[config.mk]
export PLATFORM = sky130hd
export DESIGN_NAME = journal_frame_checker_core
export DESIGN_NICKNAME = d
export VERILOG_FILES = /design/src/rtl/core/jfc_pkg.sv /design/src/rtl/core/journal_frame_checker_core.sv /design/src/rtl/core/jfc_parser.sv /design/src/rtl/core/jfc_out_fifo.sv
export SDC_FILE = /design/constraint.sdc
export NUM_CORES = 2
export LEC_CHECK = 0
export BUFFER_PORTS_ARGS = -buffer_cell sky130_fd_sc_hd__clkbuf_2
export CORE_ASPECT_RATIO = 0.7
export CORE_MARGIN = 2
export CORE_UTILIZATION = 45
export CTS_CLUSTER_DIAMETER = 200
export DETAILED_ROUTE_END_ITERATION = 16
export SYNTH_ARGS = -nofsm -noshare
export SYNTH_HDL_FRONTEND = slang
export SYNTH_SLANG_ARGS = --single-unit
[constraint.sdc]
create_clock -name clk -period 10.1 [get_ports clk]
set_clock_uncertainty 0.1 [all_clocks]
set_input_delay 1.01 -clock clk [delete_from_list [all_inputs] [get_ports clk]]
set_output_delay 1.01 -clock clk [all_outputs]
set_load 0.005 [all_outputs]
[src/rtl/core/jfc_pkg.sv]
`timescale 1ns / 1ps
// ----------------------------------------------------------------------------
// jfc_pkg
// Shared types, constants and the byte-wide CRC-32 update for the journal
// frame checker.
// ----------------------------------------------------------------------------
package jfc_pkg;

	localparam int OFFSET_BITS_DEF = 48;
	localparam int HEADER_BYTES    = 16;

	localparam logic [31:0] FRAME_MAGIC      = 32'h4A46_564F;
	localparam logic [31:0] CRC_POLY         = 32'hEDB8_8320;
	localparam logic [31:0] ALL_ONES         = 32'hFFFF_FFFF;
	localparam logic [31:0] VERSION_WORD     = 32'h0000_0001;
	localparam logic [31:0] MAX_RECORD_RESET = 32'd4096;

	// register index as decoded from paddr[2]
	localparam logic REG_MAX_RECORD = 1'b0;

	localparam int FIFO_DEPTH = 8;
	localparam int FIFO_AW    = $clog2(FIFO_DEPTH);
	localparam int FIFO_CW    = $clog2(FIFO_DEPTH + 1);

	typedef enum logic [2:0] {
		KIND_PAYLOAD   = 3'd0,
		KIND_GOOD      = 3'd1,
		KIND_HDR_BAD   = 3'd2,
		KIND_CRC_BAD   = 3'd3,
		KIND_TRUNC_HDR = 3'd4,
		KIND_TRUNC_PAY = 3'd5,
		KIND_CLEAN_END = 3'd6
	} kind_t;

	typedef struct packed {
		kind_t       kind;
		logic [7:0]  payload_byte;
		logic [31:0] frame_length;
		logic        last;
	} res_t;

	// results produced by one item; both share the same frame offset
	typedef struct packed {
		logic [1:0] num;
		res_t       r0;
		res_t       r1;
	} push_t;

	function automatic res_t mk_res(kind_t k, logic [7:0] pb, logic [31:0] len, logic lst);
		res_t r;
		r.kind         = k;
		r.payload_byte = pb;
		r.frame_length = len;
		r.last         = lst;
		return r;
	endfunction

	// reflected CRC-32, one byte
	function automatic logic [31:0] crc_byte(logic [31:0] crc_in, logic [7:0] b);
		logic [31:0] c;
		c = crc_in ^ {24'h0, b};
		for (int i = 0; i < 8; i++) begin
			c = (c >> 1) ^ (CRC_POLY & {32{c[0]}});
		end
		return c;
	endfunction

endpackage

[src/rtl/core/journal_frame_checker_core.sv]
`timescale 1ns / 1ps
// ----------------------------------------------------------------------------
// journal_frame_checker_core
// Checks a stream of length-prefixed journal frames carrying a CRC-32.
//
// Input channel (in_valid/in_ready): one beat per stream byte (mode 0) or an
// end-of-stream marker (mode 1). Output channel (out_valid/out_ready): one
// beat per result: forwarded payload byte, frame verdict, header error,
// truncation or clean end, with the frame length and start offset.
// The limit max_record_bytes sits at APB address 0 (reset 4096); write it
// only while the block is idle.
// Path: an accepted beat is registered, then decoded and written into the result queue.
// Throughput: one input byte per cycle; the last payload byte of a frame
// makes two output beats, so the one-beat-per-cycle output port sets the
// rate there. An eight-entry result queue decouples the two sides and
// in_ready drops when it cannot take the results of two more beats.
// Reset clears all frame state and the queue; after a header error, a CRC
// mismatch or an end-of-stream marker the block drops further input until
// the next reset. A stalled receiver just fills the queue, then backs
// pressure onto in_ready.
// ----------------------------------------------------------------------------
module journal_frame_checker_core #(
	parameter int OFFSET_BITS = jfc_pkg::OFFSET_BITS_DEF
) (
	input  logic                   clk,
	input  logic                   arst_n,

	input  logic                   in_valid,
	output logic                   in_ready,
	input  logic                   mode,
	input  logic [7:0]             data_byte,

	output logic                   out_valid,
	input  logic                   out_ready,
	output logic [2:0]             kind,
	output logic [7:0]             payload_byte,
	output logic [31:0]            frame_length,
	output logic [OFFSET_BITS-1:0] frame_start_offset,
	output logic                   last,

	input  logic                   psel,
	input  logic                   penable,
	input  logic                   pwrite,
	input  logic [2:0]             paddr,
	input  logic [31:0]            pwdata,
	output logic [31:0]            prdata,
	output logic                   pready
);
	import jfc_pkg::*;

	logic        valid_s1;
	logic        mode_s1;
	logic [7:0]  byte_s1;
	logic [31:0] max_q;
	logic        room;
	push_t       push;
	res_t        out_res;
	logic [OFFSET_BITS-1:0] push_offset;

	assign pready   = 1'b1;
	assign prdata   = (paddr[2] == REG_MAX_RECORD) ? max_q : 32'h0;
	assign in_ready = room;

	always_ff @(posedge clk or negedge arst_n) begin
		if (!arst_n) begin
			max_q <= MAX_RECORD_RESET;
		end else if (psel && penable && pwrite && paddr[2] == REG_MAX_RECORD) begin
			max_q <= pwdata;
		end
	end

	always_ff @(posedge clk or negedge arst_n) begin
		if (!arst_n) begin
			valid_s1 <= 1'b0;
		end else begin
			valid_s1 <= in_valid && in_ready;
		end
	end

	always_ff @(posedge clk) begin
		if (in_valid && in_ready) begin
			mode_s1 <= mode;
			byte_s1 <= data_byte;
		end
	end

	jfc_parser #(
		.OFFSET_BITS(OFFSET_BITS)
	) u_parser (
		.clk             (clk),
		.arst_n          (arst_n),
		.valid_s1        (valid_s1),
		.mode_s1         (mode_s1),
		.byte_s1         (byte_s1),
		.max_record_bytes(max_q),
		.push            (push),
		.push_offset     (push_offset)
	);

	jfc_out_fifo #(
		.OFFSET_BITS(OFFSET_BITS)
	) u_out_fifo (
		.clk        (clk),
		.arst_n     (arst_n),
		.push       (push),
		.push_offset(push_offset),
		.pend       (valid_s1),
		.room       (room),
		.out_valid  (out_valid),
		.out_ready  (out_ready),
		.out_res    (out_res),
		.out_offset (frame_start_offset)
	);

	assign kind         = out_res.kind;
	assign payload_byte = out_res.payload_byte;
	assign frame_length = out_res.frame_length;
	assign last         = out_res.last;

endmodule

[src/rtl/core/jfc_parser.sv]
`timescale 1ns / 1ps
// ----------------------------------------------------------------------------
// jfc_parser
// Frame state and per-beat decode: header checks, payload forwarding, CRC
// and end-of-frame / end-of-stream verdicts. Produces up to two results.
// ----------------------------------------------------------------------------
module jfc_parser #(
	parameter int OFFSET_BITS = jfc_pkg::OFFSET_BITS_DEF
) (
	input  logic                   clk,
	input  logic                   arst_n,
	input  logic                   valid_s1,
	input  logic                   mode_s1,
	input  logic [7:0]             byte_s1,
	input  logic [31:0]            max_record_bytes,
	output jfc_pkg::push_t         push,
	output logic [OFFSET_BITS-1:0] push_offset
);
	import jfc_pkg::*;

	typedef enum logic {
		PH_HEADER  = 1'b0,
		PH_PAYLOAD = 1'b1
	} phase_t;

	localparam logic [3:0] POS_MAGIC   = 4'd3;
	localparam logic [3:0] POS_VERSION = 4'd7;
	localparam logic [3:0] POS_LENGTH  = 4'd11;
	localparam logic [3:0] POS_LAST    = 4'(HEADER_BYTES - 1);

	phase_t                 phase_q, phase_n;
	logic [3:0]             hcnt_q, hcnt_n;
	logic [31:0]            shift_q, shift_n;
	logic [31:0]            len_q, len_n;
	logic [31:0]            stored_q, stored_n;
	logic [31:0]            crc_q, crc_n;
	logic [31:0]            rem_q, rem_n;
	logic [OFFSET_BITS-1:0] off_q, off_n;
	logic [OFFSET_BITS-1:0] fstart_q, fstart_n;
	logic                   hbad_q, hbad_n;
	logic                   halted_q, halted_n;

	always_comb begin
		phase_n     = phase_q;
		hcnt_n      = hcnt_q;
		shift_n     = shift_q;
		len_n       = len_q;
		stored_n    = stored_q;
		crc_n       = crc_q;
		rem_n       = rem_q;
		off_n       = off_q;
		fstart_n    = fstart_q;
		hbad_n      = hbad_q;
		halted_n    = halted_q;
		push        = '0;
		push_offset = fstart_q;

		if (valid_s1 && !halted_q) begin
			if (mode_s1) begin
				halted_n = 1'b1;
				push.num = 2'd1;
				if (phase_q == PH_PAYLOAD) begin
					push.r0 = mk_res(KIND_TRUNC_PAY, 8'h00, len_q, 1'b1);
				end else if (hcnt_q == 4'd0) begin
					push.r0     = mk_res(KIND_CLEAN_END, 8'h00, 32'h0, 1'b1);
					push_offset = off_q;
				end else begin
					push.r0 = mk_res(KIND_TRUNC_HDR, 8'h00, 32'h0, 1'b1);
				end
			end else if (phase_q == PH_PAYLOAD) begin
				off_n = off_q + OFFSET_BITS'(1);
				crc_n = crc_byte(crc_q, byte_s1);
				rem_n = rem_q - 32'd1;
				if (rem_n != 32'd0) begin
					push.num = 2'd1;
					push.r0  = mk_res(KIND_PAYLOAD, byte_s1, len_q, 1'b1);
				end else begin
					push.num = 2'd2;
					push.r0  = mk_res(KIND_PAYLOAD, byte_s1, len_q, 1'b0);
					if (~crc_n == stored_q) begin
						push.r1 = mk_res(KIND_GOOD, 8'h00, len_q, 1'b1);
					end else begin
						push.r1  = mk_res(KIND_CRC_BAD, 8'h00, len_q, 1'b1);
						halted_n = 1'b1;
					end
					phase_n = PH_HEADER;
					hcnt_n  = 4'd0;
				end
			end else begin
				if (hcnt_q == 4'd0) begin
					fstart_n = off_q;
					hbad_n   = 1'b0;
				end
				off_n   = off_q + OFFSET_BITS'(1);
				shift_n = {byte_s1, shift_q[31:8]};
				if (hcnt_q == POS_MAGIC && shift_n != FRAME_MAGIC)
					hbad_n = 1'b1;
				if (hcnt_q == POS_VERSION && shift_n != VERSION_WORD)
					hbad_n = 1'b1;
				if (hcnt_q == POS_LENGTH)
					len_n = shift_n;
				push_offset = fstart_n;
				if (hcnt_q != POS_LAST) begin
					hcnt_n = hcnt_q + 4'd1;
				end else begin
					stored_n = shift_n;
					hcnt_n   = 4'd0;
					if (hbad_n || len_n > max_record_bytes) begin
						halted_n = 1'b1;
						push.num = 2'd1;
						push.r0  = mk_res(KIND_HDR_BAD, 8'h00, len_n, 1'b1);
					end else begin
						crc_n = ALL_ONES;
						if (len_n == 32'd0) begin
							push.num = 2'd1;
							// empty payload: finished CRC is zero
							if (shift_n == 32'd0) begin
								push.r0 = mk_res(KIND_GOOD, 8'h00, 32'h0, 1'b1);
							end else begin
								push.r0  = mk_res(KIND_CRC_BAD, 8'h00, 32'h0, 1'b1);
								halted_n = 1'b1;
							end
						end else begin
							rem_n   = len_n;
							phase_n = PH_PAYLOAD;
						end
					end
				end
			end
		end
	end

	always_ff @(posedge clk or negedge arst_n) begin
		if (!arst_n) begin
			phase_q  <= PH_HEADER;
			hcnt_q   <= 4'd0;
			shift_q  <= 32'h0;
			len_q    <= 32'h0;
			stored_q <= 32'h0;
			crc_q    <= ALL_ONES;
			rem_q    <= 32'h0;
			off_q    <= '0;
			fstart_q <= '0;
			hbad_q   <= 1'b0;
			halted_q <= 1'b0;
		end else begin
			phase_q  <= phase_n;
			hcnt_q   <= hcnt_n;
			shift_q  <= shift_n;
			len_q    <= len_n;
			stored_q <= stored_n;
			crc_q    <= crc_n;
			rem_q    <= rem_n;
			off_q    <= off_n;
			fstart_q <= fstart_n;
			hbad_q   <= hbad_n;
			halted_q <= halted_n;
		end
	end

endmodule

[src/rtl/core/jfc_out_fifo.sv]
`timescale 1ns / 1ps
// ----------------------------------------------------------------------------
// jfc_out_fifo
// Result queue: takes up to two results a cycle, hands out one beat a cycle while out_ready is high.
// Flags room when the item in flight and one more fit.
// ----------------------------------------------------------------------------
module jfc_out_fifo #(
	parameter int OFFSET_BITS = jfc_pkg::OFFSET_BITS_DEF
) (
	input  logic                   clk,
	input  logic                   arst_n,
	input  jfc_pkg::push_t         push,
	input  logic [OFFSET_BITS-1:0] push_offset,
	input  logic                   pend,
	output logic                   room,
	output logic                   out_valid,
	input  logic                   out_ready,
	output jfc_pkg::res_t          out_res,
	output logic [OFFSET_BITS-1:0] out_offset
);
	import jfc_pkg::*;

	res_t                   res_mem [FIFO_DEPTH];
	logic [OFFSET_BITS-1:0] off_mem [FIFO_DEPTH];
	logic [FIFO_AW-1:0]     wp_q, rp_q;
	logic [FIFO_CW-1:0]     count_q;
	logic [FIFO_AW-1:0]     wp_nx;
	logic                   pop;
	logic [FIFO_CW:0]       load;

	assign wp_nx      = wp_q + FIFO_AW'(1);
	assign out_valid  = (count_q != '0);
	assign pop        = out_valid && out_ready;
	assign out_res    = res_mem[rp_q];
	assign out_offset = off_mem[rp_q];
	assign load       = {1'b0, count_q} + (pend ? (FIFO_CW+1)'(2) : '0);
	assign room       = (load <= (FIFO_CW+1)'(FIFO_DEPTH - 2));

	always_ff @(posedge clk) begin
		if (push.num != 2'd0) begin
			res_mem[wp_q] <= push.r0;
			off_mem[wp_q] <= push_offset;
		end
		if (push.num == 2'd2) begin
			res_mem[wp_nx] <= push.r1;
			off_mem[wp_nx] <= push_offset;
		end
	end

	always_ff @(posedge clk or negedge arst_n) begin
		if (!arst_n) begin
			wp_q    <= '0;
			rp_q    <= '0;
			count_q <= '0;
		end else begin
			wp_q    <= wp_q + FIFO_AW'(push.num);
			if (pop)
				rp_q <= rp_q + FIFO_AW'(1);
			count_q <= count_q + FIFO_CW'(push.num) - FIFO_CW'(pop);
		end
	end

endmodule

After elaboration in Yosys (flattened, before gate mapping) --
Memories as Yosys holds them, arrays and structs flattened. Index checks and enable logic that the tools add are counted.
Word-level totals: register bits after elaboration 315, bits in writable memories 736, input bits 51, output and inout bits 127, word-level logic and storage cells 141, memories 2
Memories:
- u_out_fifo.off_mem | depth 8, bits a word 48, rd ports 1, clocked after Yosys merged registers in 0, write ports 2, line jfc_out_fifo.sv:24 | logic [OFFSET_BITS-1:0] off_mem [FIFO_DEPTH];
- u_out_fifo.res_mem | depth 8, bits a word 44, rd ports 1, clocked after Yosys merged registers in 0, write ports 2, line jfc_out_fifo.sv:23 | res_t res_mem [FIFO_DEPTH];
Operators by class: add/sub/neg operators 9, order comparisons 2, eq/ne operators 16, mux-type cells 56, bitwise operators 14, reduce and logical (&&, ||, !) cells 24
Operators with widths (number):
- 32-bit two-way mux | 12
- 31-bit by 32-bit bitwise XOR with 32-bit output | 8
- 46-bit two-way mux | 5
- 44-bit two-way mux | 4
- 48-bit two-way mux | 3
- 43-bit two-way mux | 3
- 90-bit two-way mux | 1
- 32-bit logical NOT | 2
- 48-bit by 1-bit adder with 48-bit output, second input constant | 1
- 45-bit two-way mux | 1
- 32-bit equality test | 1
- 32-bit greater-than comparator | 1
- 32-bit by 1-bit inequality test with 1-bit output, second input constant | 1
- 32-bit by 31-bit inequality test with 1-bit output, second input constant | 1
- 32-bit inverter | 1
- 32-bit nonzero test | 1
- 32-bit by 1-bit subtractor with 32-bit output, second input constant | 1
- 32-bit by 8-bit bitwise XOR with 32-bit output | 1
- 1-bit two-way mux | 23
- 4-bit two-way mux | 3
- 1-bit logical AND | 8
- 4-bit AND reduction | 2
- 4-bit nonzero test | 2
- 3-bit by 1-bit adder with 3-bit output, second input constant | 2
- other kinds (26) | 33

Logic depth before layout (Yosys ltp) --
word-level depth 19, depth in mapped cells 23, mapped depth without buffers 20

By module --
A second synthesis with hierarchy kept.
Second synthesis, totals: cells, all modules 3241, area, all modules 49556.3 sq um
Modules (own cells, without submodules):
- jfc_out_fifo | times used 1, cells an instance 1529, area an instance 32449.9 sq um, sequential area each 22351.4 sq um
- jfc_parser | times used 1, cells an instance 1596, area an instance 15249.6 sq um, sequential area each 6421.2 sq um
- journal_frame_checker_core | times used 1, cells an instance 116, area an instance 1856.8 sq um, sequential area each 1097.3 sq um

Worst setup path after synthesis --
No wires, ideal clock.
path type register to register, start point register u_parser.hcnt_q[0], end point memory u_out_fifo.off_mem[5][0] (netlist name) (enable), setup time 0.820 ns, arrival 5.945 ns, required time 9.180 ns, setup slack 3.235 ns, stages on the path, launching flop included 17, buffers on the path 4, clock period less this slack 6.865 ns, cell sequence dfrtp_1 -> ha_1 -> nand3b_1 -> buf_2 -> buf_1 -> clkbuf_1 -> mux2_2 -> ha_1 -> and3_1 -> nand4_1 -> or3_1 -> or2_2 -> a21oi_1 -> a31oi_2 -> o21ai_1 -> clkbuf_1 -> nand2_1
RTL lines:
- from (decl) | line jfc_parser.sv:32 | logic [3:0] hcnt_q, hcnt_n;
- from (signal assigned) | line jfc_parser.sv:148 | hcnt_q <= hcnt_n;
- to (decl) | line jfc_out_fifo.sv:24

==> results_dict.tcl <==
set metrics [dict create \
    outcome "complete, no violations" \
    cp_max_fo 45 \
    cell_internal_pwr_mw 8.19 \
    synth_edf_count 673 \
    fin_total_pwr_mw 11.8 \
    dp_hpwl_um 76300 \
    nNetsFinal 3536 \
    rsz0062_at_grt "false" \
    ys.flop_type "edfxtp_1" \
    wl_per_cell_um 26.3 \
    drive_above_1_share 0.263 \
    multi_input_area_um2 17000 \
    yosys_register_bits 1043 \
    drc 0 \
    syn-num-nets 3416 \
    cts_root_buf "clkbuf_16" \
    clkPwrFrac 0.328 \
    cp.required_ps 10290 \
    antenna_found_initial 3 \
    path_cells "ha_1 > nand3b_1 > buf_4 > mux2i_1 > inv_1 > ha_1 > and3_1 > nand4_1 > or3_1 > or2_2 > a21oi_1 > a31oi_2 > buf_4 > o21ai_4 > buf_4 > nand2_4 > buf_4" \
    p_sw_frac 0.304 \
    critical_path_class "reg -> reg" \
    power_density_nw_per_um2 223 \
    p_switching_mw 3.58 \
    ant_nets 0 \
    fmax_ghz 0.136 \
    netlist_instances 3314 \
    async_flop_share 0.286 \
    fin_crit_sh 0.726 \
    grt_pass1_vias 28900 \
    overflow 0 \
    cts.sinks 1043 \
    syn_area_um2 47100 \
    relSlewSlack 0.246 \
    io_pins 178 \
    clk_latency_ps 690 \
    cp.arrival_ps 7530 \
    crit_path_max_incr_delay_ps 690 \
    cts_max_level 3 \
    hold_slack_ps 301 \
    power_frac_seq 0.429 \
    endpoint_kind "flip-flop" \
    clkTransAtPathRegs_ps 70 \
    crit_buf_inv 5 \
    drtIter0Drc 3205 \
    core_area_um2 104000 \
    ctsResizeCount 0 \
    area_growth_pct 12.2 \
    start_kind "flip-flop" \
    gp_congestion 0.911 \
    drv_slew 0 \
    cts_hold_buffers 0 \
    avgViaCountPerCell 6.06 \
    start_util 0.453 \
    rows 99 \
    wirelength_um 129000 \
    numCtsBuffers 103 \
    cpLargestDelayFamily "buffers and inverters" \
    finalSetupViolations 0 \
    grt_usage 0.238 \
    vias 29600 \
    io_buffer_count 174 \
    cts_setup_buffers 0 \
    worst_pin_slew_ps 1130 \
    p_comb_frac 0.243 \
    grt_pass1_wl_um 191000 \
    p_leak_nw 19.6 \
    design_area_um2 52900 \
    ys_seq_area_frac 0.619 \
    fillers 8825 \
    die-area_um2 107000 \
    firstDrtPassIters 6 \
    vdd_drop_max_v 0.000215 \
    cts_tree "done" \
    crit_top_cell "buf_4" \
    maxCapViolCount 0 \
    avgSynthCellArea_um2 14.2 \
    die_y_um 275 \
    slowest_stage "buf_4" \
    min_period_ps 7340 \
    min_path_type "in -> async" \
    place_area_um2 49500 \
    fin_setup_tns_ps 0 \
    cts_buffer_depth 3 \
    synth-warning-count 0 \
    finalHoldViolCount 0 \
    regArea_um2 29200 \
    post-route-util 0.508 \
    synthDistinctLibCells 89 \
    grt_start_max_net_pins 148 \
    die_x_um 391 \
]
## worst register-to-register path, cell delays in order (launching register included)
cell and delay, ps:
dfrtp_1 430, ha_1 310, nand3b_1 120, buf_4 470, mux2i_1 640, inv_1 170
ha_1 320, and3_1 170, nand4_1 220, or3_1 470, or2_2 290, a21oi_1 580
a31oi_2 190, buf_4 270, o21ai_4 140, buf_4 690, nand2_4 710, buf_4 630
## power groups by stage
| stage | clock network (mW) | logic (mW) | registers [mW] |
|---|---|---|---|
| after CTS | 3.93 | 2.90 | 5.03 |
| after global routing | 4.09 | 3.11 | 5.07 |
| after detailed placement | 0 | 2.89 | 5.12 |
| final | 3.86 | 2.87 | 5.05 |
| after global placement | 0 | 2.87 | 5.12 |
| after floorplan | 0 | 2.04 | 4.86 |
## logic make-up after synthesis
group,Yosys count,synth area share
adders and majority gates,51,0.0139
AOI/OAI and AO/OA,543,0.0738
other,1,0.0000796
DFF,1043,0.619
buffers and inverters,285,0.0243
xor gates and xnor gates,161,0.0313
muxes,527,0.168
and+or+nand+nor,703,0.0702
## flip-flops by register name (all words and copies together) (netlist names), 48 cells and up
signal              flops
u_out_fifo.off_mem    384
u_out_fifo.res_mem    352
u_parser.fstart_q      48
u_parser.off_q         48
## stage by stage
step	setup WS (ps)	instances
floorplan	3230	3314
global placement	3140	4692
detailed placement	3110	4692
CTS	3040	4888
global route	2670	4888
finish	2760	4890
## cell usage after synthesis, types with 11 or more instances
library cell	instances	area (um2)
mux2i_1	81	811
and3_1	19	119
mux2_2	262	2950
ha_1	49	613
dfstp_2	33	867
o31ai_1	15	113
nand2b_1	11	68.8
a21oi_1	57	285
nor3_1	43	215
a22oi_1	44	330
nor2_1	193	724
xnor2_1	102	893
edfxtp_1	673	20200
buf_2	19	95.1
dfrtp_1	265	6630
dfxtp_1	72	1440
nor4_1	22	138
buf_1	37	139
o21ai_0	78	390
nand4_1	31	194
inv_1	68	255
mux4_2	184	4140
xor2_1	54	473
or3_1	17	106
o22ai_1	257	1610
nand2_1	255	957
clkbuf_1	150	563
a31oi_1	16	100
a221o_1	14	140
nand3_1	44	220
## cell usage in the layout, fill, tap and decap left out, drive strengths merged, types with 10 or more instances in the layout
cell type | synthesis | routed
edfxtp | 673 | 673
clkbuf | 150 | 318
dfrtp | 265 | 265
mux2 | 262 | 262
o22ai | 257 | 257
nand2 | 257 | 257
nor2 | 195 | 195
mux4 | 184 | 184
xnor2 | 103 | 103
o21ai | 85 | 85
mux2i | 81 | 81
inv | 70 | 78
dfxtp | 72 | 72
a21oi | 57 | 57
buf | 64 | 56
xor2 | 54 | 54
ha | 49 | 49
nor3 | 48 | 48
nand3 | 47 | 47
a22oi | 44 | 44
dfstp | 33 | 33
nand4 | 33 | 33
clkinv | 1 | 32
nor4 | 24 | 24
and3 | 19 | 19
or3 | 18 | 18
a31oi | 17 | 17
o31ai | 15 | 15
a221o | 14 | 14
nand2b | 11 | 11
or4 | 11 | 11
or2 | 10 | 10
## path summary, 6_finish.rpt
| check | start | cells after the start | slack (ps) | to |
|---|---|---|---|---|
| worst min register to register | u_out_fifo.res_mem[6][43] | 2 | 360 | u_out_fifo.res_mem[6][43] |
| max in group asynchronous | arst_n | 2 | 8070 | u_parser.fstart_q[11] |
| worst max register to register | u_parser.hcnt_q[0] | 17 | 2760 | u_out_fifo.off_mem[6][12] |
| worst max-delay path | u_parser.hcnt_q[0] | 17 | 2760 | u_out_fifo.off_mem[6][12] |
| worst min-delay path | arst_n | 1 | 300 | u_parser.stored_q[27] |
| min in group clk | u_out_fifo.res_mem[6][43] | 2 | 360 | u_out_fifo.res_mem[6][43] |
## routing by layer
layer,part of all wire,vias to the layer above,GRT usage,routed length (um)
li1,-,13000,-,-
met1,0.46,15100,0.368,59800
met2,0.42,1251,0.338,54500
met3,0.090,203,0.0559,11600
met4,0.023,2,0.0572,2910
met5,0.00014,-,0,18
## final cells by class
type,count,area share
antenna,2,0.0000947
clock buffer,145,0.0544
clock inverter,51,0.00942
inverter,71,0.00504
multi-input combinational,1986,0.322
sequential,1043,0.552
tap,1363,0.0323
timing repair buffer,229,0.0250
(Power assumes the default switching activity.)
